[src/rtl/ftrm_pkg.sv]
// Package: item types, mode codes, list entry formats and sequencer states of the rule matcher.
package ftrm_pkg;

	// Item modes
	localparam logic [2:0] MODE_MATCH     = 3'd0;
	localparam logic [2:0] MODE_CLEAR     = 3'd1;
	localparam logic [2:0] MODE_ADD_SADDR = 3'd2;
	localparam logic [2:0] MODE_ADD_DADDR = 3'd3;
	localparam logic [2:0] MODE_ADD_SPORT = 3'd4;
	localparam logic [2:0] MODE_ADD_DPORT = 3'd5;
	localparam logic [2:0] MODE_ADD_PROTO = 3'd6;

	// Default record values
	localparam logic [7:0]  PROTO_TCP = 8'd6;
	localparam logic [7:0]  PROTO_UDP = 8'd17;
	localparam logic [15:0] PORT_MAX  = 16'hFFFF;

	typedef struct packed {
		logic [2:0]  mode;
		logic [31:0] pkt_src_addr;
		logic [31:0] pkt_dst_addr;
		logic [15:0] pkt_src_port;
		logic [15:0] pkt_dst_port;
		logic [7:0]  pkt_proto;
		logic [31:0] entry_address;
		logic [31:0] entry_mask;
		logic [15:0] entry_port_low;
		logic [15:0] entry_port_high;
		logic [7:0]  entry_proto;
	} ftrm_in_t;

	typedef struct packed {
		logic matched;
		logic rejected;
	} ftrm_out_t;

	typedef struct packed {
		logic [31:0] addr;
		logic [31:0] mask;
	} addr_ent_t;

	typedef struct packed {
		logic [15:0] lo;
		logic [15:0] hi;
	} port_ent_t;

	// One flag per list, used for per-step hits and valid entries
	typedef struct packed {
		logic src_addr;
		logic dst_addr;
		logic src_port;
		logic dst_port;
		logic proto;
	} ftrm_hit_t;

	localparam addr_ent_t ADDR_DEFAULT = '{addr: 32'd0, mask: 32'd0};
	localparam port_ent_t PORT_DEFAULT = '{lo: 16'd0, hi: PORT_MAX};

	typedef enum logic {
		ST_IDLE,
		ST_SCAN
	} state_t;

endpackage

[src/rtl/ftrm_list.sv]
// One bounded rule list: entry memory, fill count and default-record overlay.
module ftrm_list #(
	parameter int              WIDTH   = 8,
	parameter int              DEPTH   = 8,
	parameter int              IDXW    = 4,
	parameter int              RST_CNT = 1,
	parameter logic [WIDTH-1:0] RST_E0 = '0,
	parameter logic [WIDTH-1:0] RST_E1 = '0
) (
	input  logic             clk,
	input  logic             arst_n,
	input  logic             wr,
	input  logic             clr,
	input  logic [WIDTH-1:0] wdata,
	input  logic [IDXW-1:0]  idx,
	output logic [WIDTH-1:0] rdata,
	output logic             rd_ok,
	output logic             full,
	output logic [IDXW-1:0]  count
);

	localparam int CW = $clog2(DEPTH + 1);
	localparam int AW = (DEPTH > 1) ? $clog2(DEPTH) : 1;

	logic [WIDTH-1:0] mem [DEPTH];
	logic [CW-1:0]    count_q;
	logic             def_q;
	logic [WIDTH-1:0] mem_s1;
	logic [WIDTH-1:0] defv_s1;
	logic             def_s1;
	logic             ok_s1;

	assign full  = (count_q == CW'(DEPTH));
	assign count = IDXW'(count_q);

	// Track fill level; the default record stays overlaid until the first clear
	always_ff @(posedge clk or negedge arst_n) begin
		if (!arst_n) begin
			count_q <= CW'(RST_CNT);
			def_q   <= 1'b1;
		end else if (clr) begin
			count_q <= '0;
			def_q   <= 1'b0;
		end else if (wr && !full) begin
			count_q <= count_q + 1'b1;
		end
	end

	// Append an entry at the fill level
	always_ff @(posedge clk) begin
		if (wr && !full) begin
			mem[count_q[AW-1:0]] <= wdata;
		end
	end

	// Registered read, with the default entry and in-range flag alongside
	always_ff @(posedge clk) begin
		mem_s1  <= mem[idx[AW-1:0]];
		def_s1  <= def_q && (idx < IDXW'(RST_CNT));
		defv_s1 <= (idx == '0) ? RST_E0 : RST_E1;
		ok_s1   <= (idx < IDXW'(count_q));
	end

	assign rdata = def_s1 ? defv_s1 : mem_s1;
	assign rd_ok = ok_s1;

	a_count_bound: assert property (@(posedge clk) disable iff (!arst_n)
		count_q <= CW'(DEPTH))
		else $error("list fill count beyond depth");

	a_append: assert property (@(posedge clk) disable iff (!arst_n)
		(wr && !full && !clr) |=> (count_q == CW'($past(count_q) + 1'b1)))
		else $error("append did not advance fill count");

	a_refuse: assert property (@(posedge clk) disable iff (!arst_n)
		(wr && full && !clr) |=> $stable(count_q))
		else $error("refused append changed fill count");

endmodule

[src/rtl/ftrm_cmp.sv]
// Shared compare unit: tests one entry of every list against the packet five-tuple.
module ftrm_cmp (
	input  ftrm_pkg::ftrm_in_t  pkt,
	input  ftrm_pkg::addr_ent_t src_addr,
	input  ftrm_pkg::addr_ent_t dst_addr,
	input  ftrm_pkg::port_ent_t src_port,
	input  ftrm_pkg::port_ent_t dst_port,
	input  logic [7:0]          proto,
	output ftrm_pkg::ftrm_hit_t hit
);

	// Masked address equality, inclusive port range, protocol equality
	always_comb begin
		hit.src_addr = ((pkt.pkt_src_addr & src_addr.mask) == src_addr.addr);
		hit.dst_addr = ((pkt.pkt_dst_addr & dst_addr.mask) == dst_addr.addr);
		hit.src_port = (pkt.pkt_src_port >= src_port.lo) && (pkt.pkt_src_port <= src_port.hi);
		hit.dst_port = (pkt.pkt_dst_port >= dst_port.lo) && (pkt.pkt_dst_port <= dst_port.hi);
		hit.proto    = (pkt.pkt_proto == proto);
	end

endmodule

[src/rtl/five_tuple_rule_matcher.sv]
// Top level: five-list classification rule with a sequenced match scan.
//
// Command channel: an item is taken on a rising edge with start high and busy low.
// Result channel: done is high for exactly one cycle with result valid; the
// receiver cannot hold it off, and every item gives exactly one result.
// Add and clear items update the lists at the accepting edge; their result is
// registered at that edge and busy stays low, so such items may follow every cycle.
// A match item walks all five lists together, one entry index per cycle, through
// one compare unit fed by the registered list reads, over N entries, where N is
// the longest fill count (at most the largest list depth, 8 by default). Busy is
// high through the scan and low again while done is high, so the next item can
// be taken from then on.
// Rejected is set when an add finds its list full; matched when every list holds
// an entry accepting the packet. An empty list matches nothing.
// Reset puts the lists in the default record: any address, any port, and the
// protocols 6 and 17. No clearing pass is needed.
module five_tuple_rule_matcher #(
	parameter int ADDR_ENTRIES  = 8,
	parameter int PORT_ENTRIES  = 8,
	parameter int PROTO_ENTRIES = 8
) (
	input  logic                clk,
	input  logic                arst_n,
	input  logic                start,
	output logic                busy,
	input  ftrm_pkg::ftrm_in_t  cmd,
	output logic                done,
	output ftrm_pkg::ftrm_out_t result
);

	localparam int MAXAP = (ADDR_ENTRIES > PORT_ENTRIES) ? ADDR_ENTRIES : PORT_ENTRIES;
	localparam int MAXD  = (MAXAP > PROTO_ENTRIES) ? MAXAP : PROTO_ENTRIES;
	localparam int IDXW  = $clog2(MAXD + 1);
	localparam int AEW   = $bits(ftrm_pkg::addr_ent_t);
	localparam int PEW   = $bits(ftrm_pkg::port_ent_t);

	ftrm_pkg::state_t    state_q, state_d;
	ftrm_pkg::ftrm_in_t  pkt_q;
	ftrm_pkg::ftrm_hit_t hit_q, hit_cmp, hit_now, ok_s1, full;
	ftrm_pkg::ftrm_out_t result_q;
	ftrm_pkg::addr_ent_t new_addr, sa_ent, da_ent;
	ftrm_pkg::port_ent_t new_port, sp_ent, dp_ent;
	logic [7:0]          pr_ent;
	logic [IDXW-1:0]     idx_q, last_q;
	logic [IDXW-1:0]     sa_cnt, da_cnt, sp_cnt, dp_cnt, pr_cnt;
	logic                vld_s1, done_q;
	logic                accept, is_match, is_add, full_sel;
	logic                scan_end, issue, finish, clr;
	logic                wr_sa, wr_da, wr_sp, wr_dp, wr_pr;

	function automatic logic [IDXW-1:0] max2(input logic [IDXW-1:0] a, input logic [IDXW-1:0] b);
		return (a > b) ? a : b;
	endfunction

	assign busy     = (state_q != ftrm_pkg::ST_IDLE);
	assign accept   = start && !busy;
	assign is_match = (cmd.mode == ftrm_pkg::MODE_MATCH);
	assign clr      = accept && (cmd.mode == ftrm_pkg::MODE_CLEAR);
	assign wr_sa    = accept && (cmd.mode == ftrm_pkg::MODE_ADD_SADDR);
	assign wr_da    = accept && (cmd.mode == ftrm_pkg::MODE_ADD_DADDR);
	assign wr_sp    = accept && (cmd.mode == ftrm_pkg::MODE_ADD_SPORT);
	assign wr_dp    = accept && (cmd.mode == ftrm_pkg::MODE_ADD_DPORT);
	assign wr_pr    = accept && (cmd.mode == ftrm_pkg::MODE_ADD_PROTO);

	assign new_addr = '{addr: cmd.entry_address, mask: cmd.entry_mask};
	assign new_port = '{lo: cmd.entry_port_low, hi: cmd.entry_port_high};

	ftrm_list #(
		.WIDTH(AEW), .DEPTH(ADDR_ENTRIES), .IDXW(IDXW), .RST_CNT(1),
		.RST_E0(ftrm_pkg::ADDR_DEFAULT), .RST_E1(ftrm_pkg::ADDR_DEFAULT)
	) u_src_addr (
		.clk(clk), .arst_n(arst_n), .wr(wr_sa), .clr(clr), .wdata(new_addr),
		.idx(idx_q), .rdata(sa_ent), .rd_ok(ok_s1.src_addr), .full(full.src_addr),
		.count(sa_cnt)
	);

	ftrm_list #(
		.WIDTH(AEW), .DEPTH(ADDR_ENTRIES), .IDXW(IDXW), .RST_CNT(1),
		.RST_E0(ftrm_pkg::ADDR_DEFAULT), .RST_E1(ftrm_pkg::ADDR_DEFAULT)
	) u_dst_addr (
		.clk(clk), .arst_n(arst_n), .wr(wr_da), .clr(clr), .wdata(new_addr),
		.idx(idx_q), .rdata(da_ent), .rd_ok(ok_s1.dst_addr), .full(full.dst_addr),
		.count(da_cnt)
	);

	ftrm_list #(
		.WIDTH(PEW), .DEPTH(PORT_ENTRIES), .IDXW(IDXW), .RST_CNT(1),
		.RST_E0(ftrm_pkg::PORT_DEFAULT), .RST_E1(ftrm_pkg::PORT_DEFAULT)
	) u_src_port (
		.clk(clk), .arst_n(arst_n), .wr(wr_sp), .clr(clr), .wdata(new_port),
		.idx(idx_q), .rdata(sp_ent), .rd_ok(ok_s1.src_port), .full(full.src_port),
		.count(sp_cnt)
	);

	ftrm_list #(
		.WIDTH(PEW), .DEPTH(PORT_ENTRIES), .IDXW(IDXW), .RST_CNT(1),
		.RST_E0(ftrm_pkg::PORT_DEFAULT), .RST_E1(ftrm_pkg::PORT_DEFAULT)
	) u_dst_port (
		.clk(clk), .arst_n(arst_n), .wr(wr_dp), .clr(clr), .wdata(new_port),
		.idx(idx_q), .rdata(dp_ent), .rd_ok(ok_s1.dst_port), .full(full.dst_port),
		.count(dp_cnt)
	);

	ftrm_list #(
		.WIDTH(8), .DEPTH(PROTO_ENTRIES), .IDXW(IDXW), .RST_CNT(2),
		.RST_E0(ftrm_pkg::PROTO_TCP), .RST_E1(ftrm_pkg::PROTO_UDP)
	) u_proto (
		.clk(clk), .arst_n(arst_n), .wr(wr_pr), .clr(clr), .wdata(cmd.entry_proto),
		.idx(idx_q), .rdata(pr_ent), .rd_ok(ok_s1.proto), .full(full.proto),
		.count(pr_cnt)
	);

	ftrm_cmp u_cmp (
		.pkt(pkt_q), .src_addr(sa_ent), .dst_addr(da_ent), .src_port(sp_ent),
		.dst_port(dp_ent), .proto(pr_ent), .hit(hit_cmp)
	);

	// Keep only hits from valid entries of a read issued last cycle
	assign hit_now = hit_cmp & ok_s1 & {$bits(ftrm_pkg::ftrm_hit_t){vld_s1}};

	// Select the full flag of the list an add item targets
	always_comb begin
		is_add   = 1'b1;
		full_sel = 1'b0;
		case (cmd.mode)
			ftrm_pkg::MODE_ADD_SADDR: full_sel = full.src_addr;
			ftrm_pkg::MODE_ADD_DADDR: full_sel = full.dst_addr;
			ftrm_pkg::MODE_ADD_SPORT: full_sel = full.src_port;
			ftrm_pkg::MODE_ADD_DPORT: full_sel = full.dst_port;
			ftrm_pkg::MODE_ADD_PROTO: full_sel = full.proto;
			default:                  is_add   = 1'b0;
		endcase
	end

	// State register
	always_ff @(posedge clk or negedge arst_n) begin
		if (!arst_n) begin
			state_q <= ftrm_pkg::ST_IDLE;
		end else begin
			state_q <= state_d;
		end
	end

	// Next state and scan control
	always_comb begin
		state_d  = state_q;
		scan_end = (idx_q >= last_q);
		issue    = 1'b0;
		finish   = 1'b0;
		case (state_q)
			ftrm_pkg::ST_IDLE: begin
				if (accept && is_match) begin
					state_d = ftrm_pkg::ST_SCAN;
				end
			end
			ftrm_pkg::ST_SCAN: begin
				issue  = !scan_end;
				finish = scan_end;
				if (scan_end) begin
					state_d = ftrm_pkg::ST_IDLE;
				end
			end
			default: state_d = ftrm_pkg::ST_IDLE;
		endcase
	end

	// Advance the scan index and read strobe
	always_ff @(posedge clk or negedge arst_n) begin
		if (!arst_n) begin
			idx_q  <= '0;
			vld_s1 <= 1'b0;
			done_q <= 1'b0;
		end else begin
			vld_s1 <= issue;
			done_q <= (accept && !is_match) || finish;
			if (accept) begin
				idx_q <= '0;
			end else if (issue) begin
				idx_q <= idx_q + 1'b1;
			end
		end
	end

	// Latch the packet, gather hits, form the result beat
	always_ff @(posedge clk) begin
		if (accept) begin
			pkt_q  <= cmd;
			hit_q  <= '0;
			last_q <= max2(max2(max2(sa_cnt, da_cnt), max2(sp_cnt, dp_cnt)), pr_cnt);
		end else begin
			hit_q <= hit_q | hit_now;
		end
		result_q.matched  <= finish && (&(hit_q | hit_now));
		result_q.rejected <= accept && is_add && full_sel;
	end

	assign done   = done_q;
	assign result = result_q;

	a_excl: assert property (@(posedge clk) disable iff (!arst_n)
		done |-> !(result.matched && result.rejected))
		else $error("result both matched and rejected");

	a_done_idle: assert property (@(posedge clk) disable iff (!arst_n)
		done |-> !busy)
		else $error("result beat while scan still running");

	a_upd_beat: assert property (@(posedge clk) disable iff (!arst_n)
		(start && !busy && cmd.mode != ftrm_pkg::MODE_MATCH) |=> done)
		else $error("update item gave no result beat");

	a_match_scan: assert property (@(posedge clk) disable iff (!arst_n)
		(start && !busy && cmd.mode == ftrm_pkg::MODE_MATCH) |=> (busy && !done))
		else $error("match item did not start a scan");

endmodule

[config.mk]
export PLATFORM = sky130hd
export DESIGN_NAME = five_tuple_rule_matcher
export DESIGN_NICKNAME = d
export VERILOG_FILES = /design/src/rtl/ftrm_pkg.sv /design/src/rtl/ftrm_list.sv /design/src/rtl/ftrm_cmp.sv /design/src/rtl/five_tuple_rule_matcher.sv
export SDC_FILE = /design/constraint.sdc
export NUM_CORES = 2
export LEC_CHECK = 0
export BUFFER_PORTS_ARGS = -buffer_cell sky130_fd_sc_hd__buf_2
export CORE_ASPECT_RATIO = 0.8
export CORE_UTILIZATION = 50
export CTS_CLUSTER_SIZE = 8
export DETAILED_ROUTE_END_ITERATION = 10
export PLACE_DENSITY = 0.74
export SYNTH_ARGS = -nofsm -noshare
export SYNTH_HDL_FRONTEND = slang
export SYNTH_SLANG_ARGS = --single-unit
[constraint.sdc]
create_clock -name clk -period 7.25 [get_ports clk]
set_input_delay 0.3625 -clock clk [delete_from_list [all_inputs] [get_ports clk]]
set_output_delay 0.3625 -clock clk [all_outputs]
set_load 0.03 [all_outputs]
==> impl_results.md <==
- Post-placement cell count: 5464
- WL/cell: 27.42 microns
- Gr ovfl total: 0
- CP Cell Sequence: inv_1 > ha_1 > nor2b_1 > o21a_1 > o21a_1 > o21ai_4 > mux2i_1 > inv_1 > ha_1 > nor2b_1 > o21ai_1 > nand2b_1 > a21oi_1 > a41o_1 > mux2i_1 > ha_1 > nor2b_1 > o21ai_1 > nand2b_1 > a21oi_1 > a41o_1 > mux2_1
- CP max stage cell: dfrtp_1
- Stages on worst setup path: 22
- Final setup viols: 0
- Clk pwr share: 38.9%
- Cells after Synth: 3411
- Num ports: around 220
- Port buffer count: 217
- Die ar.: 147700 sq um
- # H-tree levels: 5
- Comb power frac: 16.7%
- TritonCTS clock tree: yes
- Routability Congestion: 0.8226
- Synth area leaders: edfxtp_1 (70%), mux4_2 (12%), dfxtp_1 (5.9%)
- Part of the cycle the worst path needs: 67.43%
- Core region area: 145100 sq um
- Vias: 36.49k
- Sw Pwr: 7923 uW
- Row cnt: ~130
- Setup TNS: 0 ps
- Seq pwr share: between 40% and 50%
- Largest net degree at the start of global routing: 146
- Pleak: 0.02897 uW
- Reg-to-Reg End: last_q[1]
- Critical path arrival: 5490 ps
- R2R Path Start: u_dst_addr.count[1]
- Worst skew pair latency: 920 ps
- CTS buffer count: 294
- GRT Resource Usage Total: 22.89%
- Non-filler cells, final: 6188
- Worst vdd ir: ~240 uV
- Detailed-route DRC error count: 0
- Fraction of layout cells with a size suffix above 1: 29.30%
- Largest area contributor in the netlist: edfxtp_1
- Max Cap Viol: 0
- Syn Area/Cell: 21.42 sq um
- CP top delay family: compound AO/OA/AOI/OAI gates
- TritonCTS Sinks: 1952
- Crit path to: last_q[1]
- Status: finished clean
- Clock Root Buffer: clkbuf_16
- # nets final: 4395
- 1st-pass router iterations: 6
- Initial Utilization: 50.35%
- Final hold slack: between 100 and 150 ps
- Post-synth EDFFs: 1708
- Antenna Nets Post-Route: 0
- Reg2Reg Depth: 22
- Crit path kind: reg -> reg
- Buffers inserted by post-CTS timing repair: 0
- Hold Fails Final Rpt: 0
- Commonest non-fill, non-tap cells in the layout: edfxtp_1 (1708), mux4_2 (400), clkbuf_16 (299)
- Dominant synthesized flop cell: edfxtp_1
- Filler cell count: roughly 9.8k
- Pins Over Slew Limit: 0
- Vias in the first global route: 37.26k
- Area grow syn2layout: 19.37%
- Unrepaired setup endpoints after global routing: false
- First-pass GRT wire length: 246400 microns
- Post-DR vias/cell: between 5 and 6
- Clock buffer depth: 4
- Die Y: 343.9 microns
- Maximum operating frequency: 0.2046 GHz
- Initial DRC Count: 3566
- Crit path time final: between 4000 and 5000 ps
- Rel. slew slack: 17.34%
- Commonest non-fill, non-tap cell in the layout: edfxtp_1
- Unique masters post-synth: 67
- Syn. warnings: 0
- CP startpoint: u_dst_addr.count[1]
- WP data required: 7860 ps
- CP Capture Type: register
- Power density over the cells: roughly 360 nW/um^2
- FFs w/ async S/R, synth: 1.434%
- Pint: 23370 uW
- Worst Skew: 91.15 ps
- Worst path max stage delay: 480 ps
- Crit-path max FO: 8
- Top-area cell type share of the netlist area: 70.19%
- Register-to-register setup slack: 2360 ps
- Crit path buf inv count: 2
- Startpoint types: register
- Switching part of the total: 25.32%
- Slew @ Worst Pin: approximately 1200 ps
- HP Class: in -> async
- Clock-pin slew on the worst setup and hold paths: 50 ps
- Width of the die: 429.4 microns
- Seq/Total Area, Yosys: 77.07%
- Post-Syn Area: 73080 sq um
- HPWL after DPL: 89700 microns
- Net Count, Synth: approximately 3.7k
- FF+latch count, synth: 1952
- Drt total wl: 169700 microns
- Initial antenna violation count: 15
==> state kept, by name, summed over array words and instances (netlist names), 2 cells and up <==
register           flops
u_dst_addr.mem       512
u_src_addr.mem       512
u_dst_port.mem       256
u_src_port.mem       256
pkt_q                104
u_dst_addr.mem_s1     64
u_proto.mem           64
u_src_addr.mem_s1     64
u_dst_port.mem_s1     32
u_src_port.mem_s1     32
u_proto.mem_s1         8
hit_q                  5
idx_q                  4
last_q                 4
u_dst_addr.count       4
u_dst_port.count       4
u_proto.count          4
u_src_addr.count       4
u_src_port.count       4
result                 2
u_proto.defv_s1        2
==> worst reg2reg max path: stages (launching register included) <==
cell and delay [ps]:
dfrtp_1 480, inv_1 150, ha_1 320, nor2b_1 140
o21a_1 160, o21a_1 190, o21ai_4 200, mux2i_1 270
inv_1 70, ha_1 280, nor2b_1 130, o21ai_1 120
nand2b_1 80, a21oi_1 160, a41o_1 240, mux2i_1 310
ha_1 290, nor2b_1 130, o21ai_1 120, nand2b_1 70
a21oi_1 150, a41o_1 220, mux2_1 340
==> Yosys cell counts, drive strengths merged (6+ instances only) <==
| cell | number |
|---|---|
| inv | 46 |
| nand4 | 20 |
| edfxtp | 1708 |
| clkbuf | 53 |
| xnor2 | 45 |
| a21oi | 57 |
| nor2 | 87 |
| a21boi | 13 |
| dfxtp | 216 |
| dfstp | 6 |
| ha | 111 |
| mux4 | 400 |
| and3b | 8 |
| o22a | 8 |
| buf | 75 |
| mux2i | 18 |
| nor4 | 10 |
| nand2b | 13 |
| and3 | 21 |
| o21ai | 27 |
| nor3 | 22 |
| nand3 | 19 |
| nor2b | 15 |
| mux2 | 204 |
| dfrtp | 22 |
| nand2 | 116 |
| a21o | 13 |
| a211oi | 15 |
==> area by class of cell <==
type / instances / area [sq um] / area share, %
clock buffers: 490 / 8209 / 9.411
well taps: 1905 / 2384 / 2.732
inverters: 46 / 177.7 / 0.2037
multi-input cells: 1285 / 16260 / 18.64
clock inverters: 9 / 90.09 / 0.1033
flip-flops and latches: 1952 / 56330 / 64.58
repair buffers: 491 / 3756 / 4.306
diodes: 10 / 25.02 / 0.02869
==> what timing repair did <==
| action | 4_1_cts | 5_1_grt |
|---|---|---|
| hold buffers | 215 | 0 |
| resized for setup | 0 | 0 |
| hold endpoints to repair | 1742 | 0 |
==> routing by layer <==
metal / global-route usage (%) / part of all wire [%] / up-vias
met3: 5.377 / 8.5 / 333
li1: - / - / 15310
met5: 0 / 0.051 / -
met1: 32.08 / 41 / 19080
met4: 7.887 / 2.8 / 14
met2: 35.64 / 47 / 1755
==> worst min path at each step <==
stage | start | cells past startpoint | to | slack, ps
2_1_floorplan | arst_n | 0 | busy | 70
3_3_place_gp | arst_n | 1 | idx_q[3] | 460
3_5_place_dp | arst_n | 1 | idx_q[1] | 470
4_1_cts | cmd[165] | 2 | pkt_q[165] | 120
5_1_grt | cmd[199] | 2 | pkt_q[199] | 150
6_report | arst_n | 2 | u_dst_addr.count[3] | 130
==> stage by stage <==
| stage | total power, uW | worst slack [ps] | utilization, % | instance area [sq um] |
|---|---|---|---|---|
| after floorplan | 17480 | 990.8 | - | 73080 |
| after global routing | 32430 | 2084 | 60.09 | 87220 |
| after detailed placement | 19110 | 2441 | 52.88 | 76750 |
| final | 31300 | 2362 | 60.10 | 87230 |
| after CTS | 31440 | 2392 | 60.08 | 87210 |
| after global placement | 19000 | 2458 | 52.88 | 76750 |
==> power by group through the flow <==
stage / clock network (uW) / registers [uW] / logic (uW)
3_3_place_gp: 0 / 14000 / 4970
4_1_cts: 12300 / 13900 / 5240
6_report: 12200 / 13900 / 5220
2_1_floorplan: 0 / 13700 / 3810
3_5_place_dp: 0 / 14000 / 5070
5_1_grt: 12800 / 13900 / 5670
==> kinds of logic (layout without fill, tap and decap cells) <==
group / count (synthesis) / in the layout / share of synthesized area [%]
AOI/OAI and AO/OA: 161 / 161 / 1.461
xor gates and xnor gates: 47 / 47 / 0.5633
adders and majority gates: 111 / 111 / 1.901
buffers and inverters: 174 / 1036 / 0.9897
DFF: 1952 / 1952 / 77.07
muxes: 622 / 622 / 15.72
other: 0 / 10 / 0
and+or+nand+nor: 344 / 344 / 2.294
No activity file was read; power rests on OpenSTA's default activity.
